File: src/sv/bmw_line_buf.sv
`timescale 1ns / 1ps
`default_nettype none

module bmw_line_buf #(
    parameter int DEPTH = 1024,
    parameter int LINES = 4
) (
    input  wire logic                     i_clk,
    input  wire logic                     i_wr,
    input  wire logic [$clog2(DEPTH)-1:0] i_addr,
    input  wire logic [$clog2(DEPTH)-1:0] i_next_addr,
    input  wire logic                     i_bit,
    output logic      [LINES-1:0]         o_lines
);

    localparam int AW = $clog2(DEPTH);

    // one word per column, the newest row in the top bit
    logic [LINES-1:0] r_mem [DEPTH];
    logic [LINES-1:0] r_rd;
    logic [LINES-1:0] wr_word;

    // drop the oldest row, push the new bit
    assign wr_word = {i_bit, r_rd[LINES-1:1]};

    // write the current column, prefetch the next one; forward on same address
    always_ff @(posedge i_clk) begin
        if (i_wr) begin
            r_mem[i_addr] <= wr_word;
            if (i_next_addr == i_addr) begin
                r_rd <= wr_word;
            end else begin
                r_rd <= r_mem[i_next_addr[AW-1:0]];
            end
        end
    end

    assign o_lines = r_rd;

endmodule

`default_nettype wire

File: config.mk
export PLATFORM = sky130hd
export DESIGN_NAME = bmw_line_buf
export DESIGN_NICKNAME = d
export VERILOG_FILES = /design/src/sv/bmw_line_buf.sv
export SDC_FILE = /design/constraint.sdc
export NUM_CORES = 2
export LEC_CHECK = 0
export BUFFER_PORTS_ARGS = -buffer_cell sky130_fd_sc_hd__buf_2
export CELL_PAD_IN_SITES_DETAIL_PLACEMENT = 1
export CELL_PAD_IN_SITES_GLOBAL_PLACEMENT = 1
export CORE_MARGIN = 2
export CORE_UTILIZATION = 25
export CTS_CLUSTER_DIAMETER = 100
export CTS_CLUSTER_SIZE = 14
export DETAILED_ROUTE_END_ITERATION = 6
export PLACE_DENSITY = 0.46
export SLEW_MARGIN = 20
export SYNTH_ARGS = -nofsm -noshare
export SYNTH_HDL_FRONTEND = slang
export SYNTH_SLANG_ARGS = --single-unit
File: constraint.sdc
create_clock -name i_clk -period 35.3 [get_ports i_clk]
set_input_delay 3.53 -clock i_clk [delete_from_list [all_inputs] [get_ports i_clk]]
set_output_delay 3.53 -clock i_clk [all_outputs]
set_load 0.01 [all_outputs]
After elaboration in Yosys (flattened, before gate mapping)

Memory sizes are Yosys's and may differ from the RTL's. A register that Yosys moved wholly into a read port is not among the register bits.
Cells that the tools add are included.

Register bits: 0
Memory bits (writable): 4096
Bits of input ports: 23
Output and inout bits: 4
Memories: 1

Mux-type cells: 2

Memory list:

| name  | depth | width | rd ports | clocked after memory_dff | write ports | RTL line | source |
|---|---|---|---|---|---|---|---|
| r_mem | 1024  | 4     | 1        | 1                        | 1           | 19       | `logic [LINES-1:0] r_mem [DEPTH];` |

Operator list:

| cell              | number |
|---|---|
| two-way mux 1 bit | 2 |

Longest topological paths before layout

Word-level depth: 2
Gate-level depth with buffers: 16
Gate-level depth less buffers: 8

Least setup slack after synthesis

Ideal clock, no wire load.

Kind: reg-to-output
From: register r_rd[1] (netlist: o_lines[1]) (read register of r_mem)
To: output port o_lines[1]
Arrival: 12.092 ns
Required time: 31.770 ns
Slack: 19.678 ns
Stages on the path, launching flop included: 1
Cell sequence: edfxtp_1

RTL lines:

| item        | RTL line | source |
|---|---|---|
| from (decl) | 20       | `logic [LINES-1:0] r_rd;` |
| to (decl)   | 13       | `output logic [LINES-1:0] o_lines` |

No word-level cell between the ends.

==> flow_metrics.tcl <==
set metrics [dict create \
    ff2ff_path_depth 4 \
    viasPerCell 4.84 \
    drcViolationCount 0 \
    seqCellArea_mm2 0.123 \
    nets 8012 \
    start_kind "input port" \
    cp_common_cell "buf_4" \
    synthCells 7963 \
    p_sw_mw 2.17 \
    synth_cell_types 58 \
    yosys_warnings 0 \
    synth_edf_count 4100 \
    min_path_type "reg2reg" \
    hold_viol 0 \
    cp_max_fo 111 \
    wl_per_cell_um 32.0 \
    async_reset_ff_share_pct 0 \
    grt_use_total_pct 16.1 \
    min_period_ns 10.10 \
    pwr-share-comb_pct 6.3 \
    cts.hold.buffers_added 0 \
    cts_tree "built" \
    dr.first_iter.drc_count 8491 \
    max_cap_viol_count 0 \
    clock.fmax_mhz 99.0 \
    multiInputGateArea_mm2 0.0359 \
    die_area_mm2 0.651 \
    antenna_found_initial 71 \
    placed_cells 16200 \
    ys.flop_type "edfxtp_1" \
    ir_drop_uv 37.1 \
    crit_chain "buf_8 > buf_4 > buf_12 > buf_4 > buf_12 > buf_4 > buf_4 > mux4_2 > a22oi_1 > a21oi_1 > or4_1 > a22oi_1 > nand4_1 > nand3_1 > a21oi_1" \
    clock_latency_ns 1.00 \
    grt_max_degree 205 \
    start_util_pct 25.1 \
    critPathBufInv 7 \
    netlist_area_mm2 0.161 \
    final_cell_area_mm2 0.181 \
    dp.final_hpwl_mm 324 \
    grt_remaining_overflow 0 \
    ys_seq_area_share_pct 76.5 \
    worst_path_max_delay_cell "buf_4" \
    crit_path_end "o_lines[1]" \
    setup_violations 0 \
    placement.io_buffers 26 \
    grt_first_pass_wirelength_mm 737 \
    routed-via-count 80400 \
    drt-total-wl_mm 533 \
    layout.cells.non_filler 16600 \
    clock_sinks 4100 \
    cts_buffers 333 \
    fin_skew_ns 0.0701 \
    cts.clk_slew.worst_paths_ns 0.07 \
    first_pass_iters 5 \
    ios 27 \
    synth_nets 7986 \
    startpoint "i_next_addr[1]" \
    fillerInstances 65300 \
    hold_start "o_lines[3]" \
    postCtsSetupBuffers 0 \
    r2r_setup_slack_ns 30.68 \
    swShare_pct 22.9 \
    relSlewSlack_pct 14.6 \
    r2r_start "o_lines[2]" \
    fin_crit_sh_pct 28.6 \
    path_class "in2reg" \
    grt_pass1_vias 85700 \
    rows 294 \
    coreArea_mm2 0.642 \
    cts-root-buf "clkbuf_16" \
    syn_to_final_growth_pct 12.4 \
    placed_area_mm2 0.172 \
    clockBufferDepth 4 \
    power_frac_clock_pct 36.4 \
    fp.dieH_um 807 \
    tightest_slew_ns 1.28 \
    power_density_mw_per_mm2 52.4 \
    critPathArrivalTime_ns 10.85 \
    postRouteAntennaNets 0 \
    die_w_um 807 \
    drv_slew 0 \
    place_congestion 0.774 \
    synth_seq_cells 4100 \
    cp.depth 15 \
    cts_max_level 5 \
    crit_required_ns 36.04 \
    rsz0062_at_grt "false" \
    fin_setup_tns_ns 0 \
    r2r-end "r_mem[411][1]" \
    setup.worst_path.end_class "register" \
    cellLeakagePower_nw 52.8 \
    ctsResizeCount 0 \
    syn_area_per_cell_um2 20.2 \
    path_delay_family "buffers and inverters" \
    p_int_mw 7.31 \
    max_stage_delay_ns 0.80 \
    power_mw 9.48 \
    drive_above_1_share_pct 22.0 \
    outcome "finished clean" \
    p_seq_share_pct 57.3 \
]
[Yosys cell counts (all sizes together), types with 2 or more instances]
| library cell | count | area (um^2) |
|---|---|---|
| and3 | 6 | 37.5 |
| nor3b | 10 | 75.1 |
| nand2b | 12 | 75.1 |
| nand3b | 4 | 30.0 |
| a32oi | 20 | 175 |
| buf | 251 | 1380 |
| and3b | 4 | 35.0 |
| a221oi | 16 | 140 |
| o21ai | 35 | 175 |
| or2 | 7 | 43.8 |
| o221ai | 38 | 333 |
| or3b | 2 | 17.5 |
| o31ai | 11 | 82.6 |
| o22ai | 61 | 382 |
| inv | 4 | 15.0 |
| nor4 | 8 | 50.1 |
| nor4b | 5 | 43.8 |
| nand4b | 2 | 17.5 |
| nand4 | 17 | 106 |
| or4 | 7 | 52.6 |
| mux4 | 1010 | 22700 |
| a21oi | 117 | 586 |
| nor2b | 20 | 125 |
| and4 | 2 | 17.5 |
| a22o | 9 | 78.8 |
| or3 | 5 | 31.3 |
| clkbuf | 332 | 1250 |
| mux2 | 25 | 282 |
| a22oi | 197 | 1480 |
| edfxtp | 4100 | 123000 |
| a211oi | 19 | 143 |
| nor3 | 33 | 165 |
| xnor2 | 10 | 87.6 |
| a2111oi | 3 | 26.3 |
| nand3 | 81 | 405 |
| mux2i | 246 | 2460 |
| nand2 | 147 | 552 |
| and2 | 8 | 50.1 |
| nor2 | 1046 | 3930 |
| a31oi | 16 | 100 |
| o2111ai | 5 | 43.8 |
[stage by stage]
| step | hold WS, ns | worst slack (ns) | utilization, % |
|---|---|---|---|
| after floorplan | 0.961 | 19.68 | - |
| after global placement | 0.915 | 23.54 | 26.8 |
| after detailed placement | 0.900 | 24.12 | 26.8 |
| after CTS | 0.921 | 25.21 | 28.2 |
| after global routing | 0.945 | 25.04 | 28.2 |
| final | 0.932 | 25.20 | 28.2 |
[area by class of cell]
type,count,share of cell area (%)
Antenna cell,22,0.0304
Clock buffer,340,4.68
Clock inverter,29,0.241
Inverter,5,0.0145
Multi-Input combinational cell,3275,19.8
Sequential cell,4100,68.0
Tap cell,8584,5.93
Timing Repair Buffer,274,1.24
[worst reg2reg max path: stages (launching register included)]
cell	delay, ns
edfxtp_1	0.84
buf_4	0.68
buf_4	0.77
buf_4	0.90
buf_4	0.97
[flip-flops by register name, summed over array words and instances (netlist names)]
| register | cells |
|---|---|
| o_lines | 4 |
| r_mem | 4096 |
[power groups by stage]
stage | Clock (mW) | Sequential (mW) | Combinational, mW
3_5_place_dp | 0 | 5.54 | 0.616
5_1_grt | 3.70 | 5.43 | 0.636
2_1_floorplan | 0 | 5.71 | 0.255
6_report | 3.45 | 5.43 | 0.600
3_3_place_gp | 0 | 5.54 | 0.602
4_1_cts | 3.55 | 5.43 | 0.616
[worst min path at each step]
stage                                to  slack (ns)  depth (start not counted)
after floorplan              o_lines[1]        0.96                          8
after global placement    r_mem[250][2]        0.91                          1
after detailed placement  r_mem[250][2]        0.90                          1
after CTS                 r_mem[250][2]        0.92                          1
after global routing      r_mem[250][2]        0.95                          1
final                     r_mem[250][2]        0.93                          1
[cell usage in the layout, fill, tap and decap left out, drive strengths merged, types with 38 or more instances in the layout]
cell	netlist	layout
edfxtp	4100	4100
nor2	1046	1046
mux4	1010	1010
clkbuf	332	340
buf	251	274
mux2i	246	246
a22oi	197	197
nand2	147	147
a21oi	117	117
nand3	81	81
o22ai	61	61
o221ai	38	38
[logic make-up after synthesis]
family                 synth area share [%]
flip-flops                             76.5
buffers and inverters                  1.64
AO/OA/AOI/OAI                          2.38
multiplexers                           15.8
XOR/XNOR                             0.0544
AND/OR/NAND/NOR                        3.64
[routing by layer]
layer | GRT usage, % | up-vias | wire [um]
li1 | - | 32500 | -
met1 | 22.5 | 44700 | 234000
met2 | 26.7 | 2670 | 257000
met3 | 2.19 | 556 | 30200
met4 | 3.21 | 0 | 11700
met5 | 0 | - | 0
(Power assumes the default switching activity.)
