`src/sv/bmw_pkg.sv`:
```
`timescale 1ns / 1ps
`default_nettype none

package bmw_pkg;

    // 5x5 mask layout, bit row*5+col
    localparam int GRID      = 5;
    localparam int GRID_BITS = GRID * GRID;

    // register field widths
    localparam int MODE_W     = 2;
    localparam int THR_W      = 8;
    localparam int MASK_W     = 25;
    localparam int WIDTH_W    = 11;
    localparam int HEIGHT_W   = 13;
    localparam int CFG_IDX_W  = 3;
    localparam int CFG_DATA_W = 25;

    // register indexes
    localparam logic [CFG_IDX_W-1:0] REG_MODE      = 3'd0;
    localparam logic [CFG_IDX_W-1:0] REG_THRESHOLD = 3'd1;
    localparam logic [CFG_IDX_W-1:0] REG_MAIN_MASK = 3'd2;
    localparam logic [CFG_IDX_W-1:0] REG_HIT_MASK  = 3'd3;
    localparam logic [CFG_IDX_W-1:0] REG_MISS_MASK = 3'd4;
    localparam logic [CFG_IDX_W-1:0] REG_WIDTH     = 3'd5;
    localparam logic [CFG_IDX_W-1:0] REG_HEIGHT    = 3'd6;

    // operating modes
    localparam logic [MODE_W-1:0] MODE_DILATE  = 2'd0;
    localparam logic [MODE_W-1:0] MODE_ERODE   = 2'd1;
    localparam logic [MODE_W-1:0] MODE_HITMISS = 2'd2;

    // input word codes
    localparam logic OP_PIXEL = 1'b0;
    localparam logic OP_FLUSH = 1'b1;

    // register values after reset
    localparam logic [MODE_W-1:0]   RST_MODE      = MODE_DILATE;
    localparam logic [THR_W-1:0]    RST_THRESHOLD = 8'd128;
    localparam logic [MASK_W-1:0]   RST_MAIN_MASK = 25'd15728622;
    localparam logic [MASK_W-1:0]   RST_HIT_MASK  = 25'd137216;
    localparam logic [MASK_W-1:0]   RST_MISS_MASK = 25'd8576;
    localparam logic [WIDTH_W-1:0]  RST_WIDTH     = 11'd512;
    localparam logic [HEIGHT_W-1:0] RST_HEIGHT    = 13'd512;

    typedef struct packed {
        logic       op;
        logic [7:0] pixel_value;
    } t_in_word;

    typedef struct packed {
        logic out_pixel;
        logic out_last;
    } t_out_word;

    // position status of one accepted word
    typedef struct packed {
        logic            emit;
        logic            last;
        logic [GRID-1:0] row_ok;
        logic [GRID-1:0] col_ok;
    } t_pos_info;

    // mask bits within the given radius of the center
    function automatic logic [GRID_BITS-1:0] f_reach(input int radius);
        logic [GRID_BITS-1:0] m;
        m = '0;
        for (int i = 0; i < GRID; i++) begin
            for (int j = 0; j < GRID; j++) begin
                if ((i - 2 <= radius) && (2 - i <= radius) &&
                    (j - 2 <= radius) && (2 - j <= radius)) begin
                    m[i * GRID + j] = 1'b1;
                end
            end
        end
        return m;
    endfunction

endpackage

`default_nettype wire

```
`src/sv/bmw_eval.sv`:
```
`timescale 1ns / 1ps
`default_nettype none

module bmw_eval
    import bmw_pkg::*;
#(
    parameter int RADIUS = 2
) (
    input  wire logic [MODE_W-1:0]    i_mode,
    input  wire logic [MASK_W-1:0]    i_main_mask,
    input  wire logic [MASK_W-1:0]    i_hit_mask,
    input  wire logic [MASK_W-1:0]    i_miss_mask,
    input  wire logic [GRID_BITS-1:0] i_win,
    input  wire logic [GRID_BITS-1:0] i_inside,
    output logic                      o_pixel
);

    localparam logic [GRID_BITS-1:0] LIM = f_reach(RADIUS);

    logic [GRID_BITS-1:0] fg;
    logic [GRID_BITS-1:0] bg;
    logic [GRID_BITS-1:0] fg_refl;
    logic [GRID_BITS-1:0] m_main;
    logic [GRID_BITS-1:0] m_hit;
    logic [GRID_BITS-1:0] m_miss;
    logic                 dil;
    logic                 ero;
    logic                 hm;

    // in-image foreground and background
    assign fg = i_win & i_inside;
    assign bg = ~i_win & i_inside;

    assign m_main = i_main_mask & LIM;
    assign m_hit  = i_hit_mask & LIM;
    assign m_miss = i_miss_mask & LIM;

    // reflect the window about its center
    always_comb begin
        for (int b = 0; b < GRID_BITS; b++) begin
            fg_refl[b] = fg[GRID_BITS - 1 - b];
        end
    end

    assign dil = |(m_main & fg_refl);
    assign ero = ~|(m_main & ~fg);
    assign hm  = (~|(m_hit & ~fg)) & (~|(m_miss & ~bg));

    always_comb begin
        case (i_mode)
            MODE_DILATE:  o_pixel = dil;
            MODE_ERODE:   o_pixel = ero;
            MODE_HITMISS: o_pixel = hm;
            default:      o_pixel = 1'b0;
        endcase
    end

endmodule

`default_nettype wire

```
`config.mk`:
```
export PLATFORM = sky130hd
export DESIGN_NAME = bmw_eval
export DESIGN_NICKNAME = d
export VERILOG_FILES = /design/src/sv/bmw_pkg.sv /design/src/sv/bmw_eval.sv
export SDC_FILE = /design/constraint.sdc
export NUM_CORES = 1
export LEC_CHECK = 0
export BUFFER_PORTS_ARGS = -buffer_cell sky130_fd_sc_hd__buf_2
export CAP_MARGIN = 10
export CELL_PAD_IN_SITES_DETAIL_PLACEMENT = 1
export CELL_PAD_IN_SITES_GLOBAL_PLACEMENT = 2
export CORE_MARGIN = 1.5
export CORE_UTILIZATION = 11
export DETAILED_ROUTE_END_ITERATION = 10
export PLACE_DENSITY = 0.89
export SYNTH_ARGS = -nofsm -noshare
export SYNTH_HDL_FRONTEND = slang
export SYNTH_SLANG_ARGS = --single-unit
```
`constraint.sdc`:
```
create_clock -name vclk -period 1.6
set_input_delay 0.16 -clock vclk [all_inputs]
set_output_delay 0.16 -clock vclk [all_outputs]
set_load 0.02 [all_outputs]
```
Word-level counts from Yosys, hierarchy flattened
Cells that the tools add are included.
W data, S select, Z words.
- output and inout bits: 1
- bits of input ports: 127
- ROM bits: 0
- flip-flop bits (word level): 0
- bits in writable memories: 0
- bits in latches: 0
- memories: 0
- shift operators: 0
- magnitude comparators: 0
- bitwise logic cells: 10
- div/mod/pow operators: 0
- reductions and logical operators: 8
- $mul: 0
- eq/ne operators: 2
- muxes and demuxes: 1
- add/sub/neg operators: 0
- operators by type and width (kind ; number):
    $and A25 B25 Y25 ; 6
    $reduce_or A25 Y1 ; 4
    $not A25 Y25 ; 3
    $logic_not A1 Y1 ; 3
    $pmux W1 S3 ; 1
    $eq A2 B1 Y1 const B ; 1
    $eq A2 B2 Y1 const B ; 1
    $logic_not A2 Y1 ; 1
    $and A1 B1 Y1 ; 1

Depth between registers and ports, before layout
Gate-level depths: netlist of run 1.
- word-level depth: 8
- mapped depth: 6
- gate-level depth less buffers: 6

Worst setup path before layout of run 1
OpenSTA, ideal clock, no wires.
- path kind: input-to-output
- from: in i_inside[0]
- to: out o_pixel
- setup slack: 0.218 ns
- stages: 6
- required time: 1.440 ns
- arrival: 1.222 ns
- path buffers: 0
- path through: nand2_1 -> a22o_1 -> a221oi_2 -> nand4_1 -> or3_1 -> nand2_1
- longest elaborated chain between the ends: 7
- elaborated cells between the ends (all ways): 17
- ends and longest elaborated chain (element ; RTL line ; RTL):
    start: declaration ; bmw_eval.sv:14 ; input wire logic [GRID_BITS-1:0] i_inside,
    $and A25 B25 Y25 (on tied branches) ; bmw_eval.sv:31, bmw_eval.sv:32 ;
    $not A25 Y25 (on tied branches) ; bmw_eval.sv:46, bmw_eval.sv:47 ;
    $and A25 B25 Y25 ; bmw_eval.sv:47 ; assign hm = (~|(m_hit & ~fg)) & (~|(m_miss & ~bg));
    $reduce_or A25 Y1 ; bmw_eval.sv:47 ;
    $logic_not A1 Y1 ; bmw_eval.sv:47 ;
    $and A1 B1 Y1 ; bmw_eval.sv:47 ;
    $pmux W1 S3 * ; bmw_eval.sv:50 ; case (i_mode)
    end: declaration ; bmw_eval.sv:15 ; output logic o_pixel
Every way passes the cells marked *; elsewhere a longest branch is shown, timed or not.

Worst setup path in the final report of run 1
- from: in i_win[17]
- to: out o_pixel
- longest elaborated chain between the ends: 8
- elaborated cells between the ends (all ways): 18
- ends and longest elaborated chain (element ; RTL line ; RTL):
    start: declaration ; bmw_eval.sv:13 ; input wire logic [GRID_BITS-1:0] i_win,
    $not A25 Y25 ; bmw_eval.sv:32 ; assign bg = ~i_win & i_inside;
    $and A25 B25 Y25 ; bmw_eval.sv:32 ;
    $not A25 Y25 ; bmw_eval.sv:47 ;
    $and A25 B25 Y25 ; bmw_eval.sv:47 ;
    $reduce_or A25 Y1 ; bmw_eval.sv:47 ;
    $logic_not A1 Y1 ; bmw_eval.sv:47 ;
    $and A1 B1 Y1 ; bmw_eval.sv:47 ;
    $pmux W1 S3 * ; bmw_eval.sv:50 ;
Marks and branches as above.

==> results of run 1 <==
## stage by stage
| stage | instance area, um2 | total power, mW |
|---|---|---|
| 6_report | 1790 | 0.429 |
| 5_1_grt | 1790 | 0.474 |
| 4_1_cts | 1740 | 0.422 |
| 3_5_place_dp | 1720 | 0.414 |
| 3_3_place_gp | 1720 | 0.407 |
| 2_1_floorplan | 848 | 0.128 |
## power groups by stage
stage	clock (mW)	combinational, mW	sequential [mW]
after floorplan	0	0.128	0
after global placement	0	0.407	0
after detailed placement	0	0.414	0
after CTS	0	0.422	0
after global routing	0	0.474	0
final	0	0.429	0
## final timing paths
path,start,to,slack [ns],cells past startpoint
setup / recovery,i_win[17],o_pixel,-0.06,8
hold / removal,i_mode[1],o_pixel,0.80,5
## layer usage
layer | part of all wire, % | vias up | global-route usage [%]
li1 | - | 874 | -
met1 | 44 | 814 | 18.8
met4 | 0 | 0 | 0
met5 | 0 | - | 0
met3 | 6.6 | 0 | 1.52
met2 | 50 | 80 | 28.2
## layout make-up
class                           instances  share of cell area (%)
Multi-Input combinational cell        136                    46.6
Inverter                               14                    2.93
Timing Repair Buffer                  142                    43.6
Tap cell                               99                    6.91
## cells by family after synthesis
| kind of cell | Yosys count | synth area share [%] |
|---|---|---|
| simple gates | 88 | 51.3 |
| compound gates | 44 | 37.8 |
| buf+inv | 14 | 6.19 |
| mux | 4 | 4.72 |
## worst min-delay path, delay by kind of cell
| kind | cells | cell delay [ns] |
|---|---|---|
| AO/OA/AOI/OAI | 2 | 0.18 |
| buffers and inverters | 2 | 0.23 |
| AND/OR/NAND/NOR | 1 | 0.08 |
## what timing repair did
action	in CTS	in global routing
resized for setup	5	13
pin swaps	4	9
setup endpoints to repair	1	1
## synth_stat cells, drive strengths merged
cell type,n,area share (%)
or3,1,0.74
a22oi,15,13
nor2,1,0.44
nand2,32,14
nand3,27,16
a221oi,4,5.6
nand4b,2,2.1
a31oi,1,0.74
a21oi,1,0.59
a211oi,1,0.89
a222oi,1,1.2
o2bb2ai,3,3.1
nor4,2,1.5
nand2b,7,5.2
o21ai,14,8.3
inv,14,6.2
nand4,13,9.6
a22o,4,4.1
mux2i,4,4.7
nor3,3,1.8
==> impl_metrics.toml, run 1 <==
[grt]
grt.total_usage_pct = 14.8
grt_pass1_wl_mm = 9.57
grt_antenna_before_repair = 0
grt_pass1_vias = 1831
grt_max_degree = 4
overflow = 0

[finish]
fin_cells = 391
drive_above_1_share_pct = 52.1
nFillCells = 983
final_cell_mix = "buf_2 (123), nand2_1 (28), nand3_1 (27)"
area_growth_syn_to_layout_pct = 111
multi_input_area_um2 = 835
seq_cells = 0
final_common_cell = "buf_2"
diodes = 0
clkbuf_count = 0
fin_nets = 421
fin_util_pct = 24.3
seq_area_um2 = 0

[detailed_routing]
drt_wl_total_mm = 6.43
drc = 0
routedWlPerCell_um = 16.5
num_vias = 1768
via_per_inst = 4.52
ant_nets = 0
dr.pass1.iters = 4
drtIter0Drc = 33

[floorplanning]
io_pins = 128
die_h_um = 90.8
row_count = 31
die-area_um2 = 8250
die_w_um = 90.8
core-area_um2 = 7370
initial_core_util_pct = 11.5

[setup_path]
cp.arrival_ns = 1.50
crit_family = "simple AND/OR/NAND/NOR gates"
cp_slowest_cell = "or3_1"
cpMostUsedCell = "buf_6"
path_buf_inv = 2
crit_required_ns = 1.44
end_kind = "primary output"
crit_path_start_kind = "primary input"
path_class = "in -> out"
cp_cell_sequence = "buf_6 -> nand2_2 -> a22o_1 -> a221oi_2 -> nand4b_1 -> or3_1 -> nand2_1 -> buf_6"
crit_path_max_incr_delay_ns = 0.38
cp_max_fo = 2

[power_and_ir_drop]
seq_power_share_pct = 0
netSwitchingPower_mw = 0.209
p_clk_share_pct = 0
powerDensity_nw_per_um2 = 240
combPwrFrac_pct = 100.0
sw_frac_of_total_pct = 48.8
p_leak_nw = 0.945
vdd_drop_max_v = 0.0000600
power.internal_mw = 0.220

[synthesis]
synth.distinct_cells = 21
ys_warn_count = 0
netlist_area_um2 = 848
syn_inst = 150
syn_avg_cell_area_um2 = 5.66
ys_seq_area_share_pct = 0
synth_nets = 277

[run]
max_cap_violations = 0

[clocking]
cts_setup_buffers = 0
holdBufCountCts = 0

[placement]
finalWeightedCongestion = 0.837
hpwl_mm = 6.15
placedCellCount = 391
dpl_worst_slack_ns = -0.114
io_buffers = 128

[worst_hold_path]
hold_path.class = "in -> out"

[sta]
whs_ns = 0.801
fin_ws_ns = -0.0564
setup_violations = 1
tightest_slew_ns = 0.312
slew_viol_final = 0
fmax_mhz = 604
timing.final.crit_share_pct = 104
grt_setup_unrepaired = "true"
relSlewSlack_pct = 79.0
finalHoldViolCount = 0
fin_tns_setup_ns = -0.0564
fin_crit_ns = 1.66

[status]
violations = "negative setup slack"
status = "finished, violations left"
(Power assumes the default switching activity.)
==> inputs of run 2 (changes only) <==
BUFFER_PORTS_ARGS = unset   (was -buffer_cell sky130_fd_sc_hd__buf_2)
CORE_UTILIZATION = 26   (was 11)
DONT_BUFFER_PORTS = 1   (was unset)
PLACE_DENSITY = 0.94   (was 0.89)
clock period = 1.65 ns   (was 1.6 ns; I/O delays follow)
==> run 2 against run 1 <==
Against the previous run: sequential share of layout area unchanged; clock-buffer cell count unchanged; power down 62%; the flow now finishes without violations; worst setup slack better by 0.12 ns; final area down 50%; global-route usage up 6.8 points; first-iteration DRC count up 58%; critical path depth down 2; critical endpoint unchanged; non-clock buffer count down 142; cell count down 50%; worst hold slack worse by 0.15 ns.
==> impl_metrics.toml, run 2 (synthesis results as in run 1) <==
[detailed_routing]
dr.pass1.iters = 4
via_per_inst = 6.15
drt_wl_total_mm = 4.18
ant_nets = 0
num_vias = 1194
routedWlPerCell_um = 21.6
drc = 0
drtIter0Drc = 52

[grt]
overflow = 0
grt_antenna_before_repair = 0
grt_pass1_vias = 1327
grt_max_degree = 4
grt_pass1_wl_mm = 5.79
grt.total_usage_pct = 21.6

[worst_hold_path]
min_path_cells = 3
hold_path.class = "in -> out"

[sta]
slew_viol_final = 0
relSlewSlack_pct = 76.1
grt_setup_unrepaired = "false"
tightest_slew_ns = 0.358
fin_tns_setup_ns = 0
fin_crit_ns = 1.59
setup_violations = 0
timing.final.crit_share_pct = 96.2
finalHoldViolCount = 0
fmax_mhz = 630

[run]
max_cap_violations = 0

[placement]
io_buffers = 0
placedCellCount = 194
hpwl_mm = 4.05
finalWeightedCongestion = 0.793

[floorplanning]
die-area_um2 = 3610
io_pins = 128
initial_core_util_pct = 27.6
die_w_um = 60.1
core-area_um2 = 3080
die_h_um = 60.1
row_count = 20

[finish]
seq_cells = 0
fin_util_pct = 29.3
final_cell_mix = "nand2_1 (32), nand3_1 (27), a22oi_1 (15)"
area_growth_syn_to_layout_pct = 6.49
fin_nets = 279
fin_cells = 194
drive_above_1_share_pct = 1.33
final_common_cell = "nand2_1"
diodes = 0
clkbuf_count = 0
seq_area_um2 = 0

[setup_path]
cpMostUsedCell = "nand2_1"
cp.arrival_ns = 1.42
cp_slowest_cell = "or3_1"
cp_num_cells = 6
cp_cell_sequence = "nand2_1 -> a22o_1 -> a221oi_1 -> nand4b_1 -> or3_1 -> nand2_1"
end_kind = "primary output"
crit_family = "simple AND/OR/NAND/NOR gates"
crit_path_max_incr_delay_ns = 0.33
cp_max_fo = 3
path_class = "in -> out"
crit_required_ns = 1.48
path_buf_inv = 0
crit_path_start_kind = "primary input"

[clocking]
holdBufCountCts = 0
cts_setup_buffers = 0
cts_resized = 0

[status]
status = "completed"

[power_and_ir_drop]
powerDensity_nw_per_um2 = 182
vdd_drop_max_v = 0.0000536
p_leak_nw = 0.354
## run 2: cell type report
class,instances,area (um2)
fillers,419,2170
inverters,14,52.6
well taps,44,55.1
multi-input cells,136,796
## run 2: worst paths after layout
check | from | endpoint | slack [ns]
max | i_inside[17] | o_pixel | 0.06
min | i_mode[0] | o_pixel | 0.65
## run 2: metrics by stage
stage | setup slack [ns] | hold slack [ns] | area [um2] | power [mW]
3_3_place_gp | 0.100 | 0.642 | 903 | 0.165
5_1_grt | 0.00755 | 0.665 | 903 | 0.185
4_1_cts | 0.0673 | 0.644 | 903 | 0.167
3_5_place_dp | 0.0699 | 0.644 | 903 | 0.167
2_1_floorplan | 0.258 | 0.607 | 848 | 0.124
6_report | 0.0628 | 0.648 | 903 | 0.165
## run 2: metal layers
| metal | vias up | routed length [um] | share of wire, % | track usage [%] |
|---|---|---|---|---|
| met4 | 0 | 0 | 0 | 0 |
| met3 | 0 | 379 | 9.1 | 2.81 |
| met5 | - | 0 | 0 | 0 |
| met2 | 77 | 2180 | 52 | 42.4 |
| li1 | 585 | - | - | - |
| met1 | 532 | 1630 | 39 | 25.9 |
## run 2: where the power goes
group          switching (mW)  total [mW]  internal, mW
clock                       0           0             0
sequential                  0           0             0
combinational          0.0879       0.165        0.0769
==> inputs of run 3 (changes only) <==
clock period = 1.5 ns   (was 1.65 ns; I/O delays follow)
==> run 3 against run 2 <==
Against the previous run: die area unchanged; non-clock buffer count increased by 1; worst setup slack got worse by 0.013 ns; clock-buffer cell count unchanged; sequential cell count unchanged; global-route usage increased by 0.53 points; power increased by 14%; sequential share of layout area unchanged; final area increased by 2.5%; critical path type unchanged; critical endpoint unchanged; largest cell class unchanged; largest power group unchanged.
==> impl_metrics.toml, run 3 (synthesis results as in run 1) <==
[setup_path]
path_class = "in -> out"
cp_cell_sequence = "nand2_1 -> a22o_1 -> a221oi_2 -> nand4b_1 -> or3_1 -> nand2_2"
crit_required_ns = 1.35
cp_max_fo = 3
crit_path_max_incr_delay_ns = 0.40
crit_path_start_kind = "primary input"
cp_slowest_cell = "or3_1"
end_kind = "primary output"
cp.arrival_ns = 1.30

[grt]
grt_max_degree = 4
grt_pass1_wl_mm = 5.85
grt_pass1_vias = 1320
grt.total_usage_pct = 22.1
overflow = 0
grt_antenna_before_repair = 0

[power_and_ir_drop]
p_clk_share_pct = 0
power_mw = 0.187
vdd_drop_max_v = 0.0000507
sw_frac_of_total_pct = 53.0
seq_power_share_pct = 0
powerDensity_nw_per_um2 = 202
p_leak_nw = 0.361
netSwitchingPower_mw = 0.0994
power.internal_mw = 0.0880
combPwrFrac_pct = 100.0

[finish]
clkbuf_count = 0
stdcell_area_um2 = 926
seq_cells = 0
drive_above_1_share_pct = 3.97
final_common_cell = "nand2_1"
final_cell_mix = "nand2_1 (31), nand3_1 (27), a22oi_1 (15)"
fin_cells = 195
diodes = 0
area_growth_syn_to_layout_pct = 9.14
fin_nets = 280
nFillCells = 434
fin_util_pct = 30.1
seq_area_um2 = 0

[detailed_routing]
via_per_inst = 6.32
dr.pass1.iters = 4
ant_nets = 0
num_vias = 1233
drtIter0Drc = 41
routedWlPerCell_um = 21.8
drt_wl_total_mm = 4.24
drc = 0

[sta]
finalHoldViolCount = 0
tightest_slew_ns = 0.305
timing.final.crit_share_pct = 96.7
whs_ns = 0.588
grt_setup_unrepaired = "false"
fin_crit_ns = 1.45
slew_viol_final = 0
relSlewSlack_pct = 79.5
setup_violations = 0
fin_ws_ns = 0.0498
fmax_mhz = 690
fin_tns_setup_ns = 0

[run]
max_cap_violations = 0

[placement]
io_buffers = 0
post_dp_cell_area_um2 = 911
placedCellCount = 195
finalWeightedCongestion = 0.786
hpwl_mm = 4.07
dpl_worst_slack_ns = -0.0395

[floorplanning]
row_count = 20
die_w_um = 60.1
core-area_um2 = 3080
initial_core_util_pct = 27.6
io_pins = 128
die-area_um2 = 3610
die_h_um = 60.1

[clocking]
cts_setup_buffers = 0
holdBufCountCts = 0

[status]
status = "completed"

[worst_hold_path]
hold_path.class = "in -> out"
## run 3: final cells by class
cell class	instances	area, um2	share of cell area, %
multi-input cells	136	811	87.6
well taps	44	55.1	5.95
inverters	14	52.6	5.68
repair buffers	1	7.51	0.811
## run 3: final timing paths
check,startpoint,to,slack [ns],depth (start not counted)
worst min-delay path,i_mode[0],o_pixel,0.59,3
worst max-delay path,i_inside[13],o_pixel,0.05,6
## run 3: power groups by stage
stage | Sequential, mW | Combinational [mW] | Clock, mW
2_1_floorplan | 0 | 0.137 | 0
3_3_place_gp | 0 | 0.184 | 0
3_5_place_dp | 0 | 0.186 | 0
4_1_cts | 0 | 0.187 | 0
5_1_grt | 0 | 0.212 | 0
6_report | 0 | 0.187 | 0
## run 3: critical path, delay by kind of cell
| family | cells | cell delay (ns) |
|---|---|---|
| and+or+nand+nor | 4 | 0.73 |
| AOI/OAI and AO/OA | 2 | 0.42 |
## run 3: timing repair
action / CTS / global route
pin swaps: 1 / 5
setup endpoints to repair: 1 / 1
gates resized for setup: 1 / 2
## run 3: layer usage
layer  global-route usage [%]  vias to the layer above  wire length [um]
met4                     2.22                        0                21
met2                     42.9                       86              2190
met1                     25.5                      559              1540
met5                        0                        -                 0
met3                     3.90                        2               492
li1                         -                      586                 -
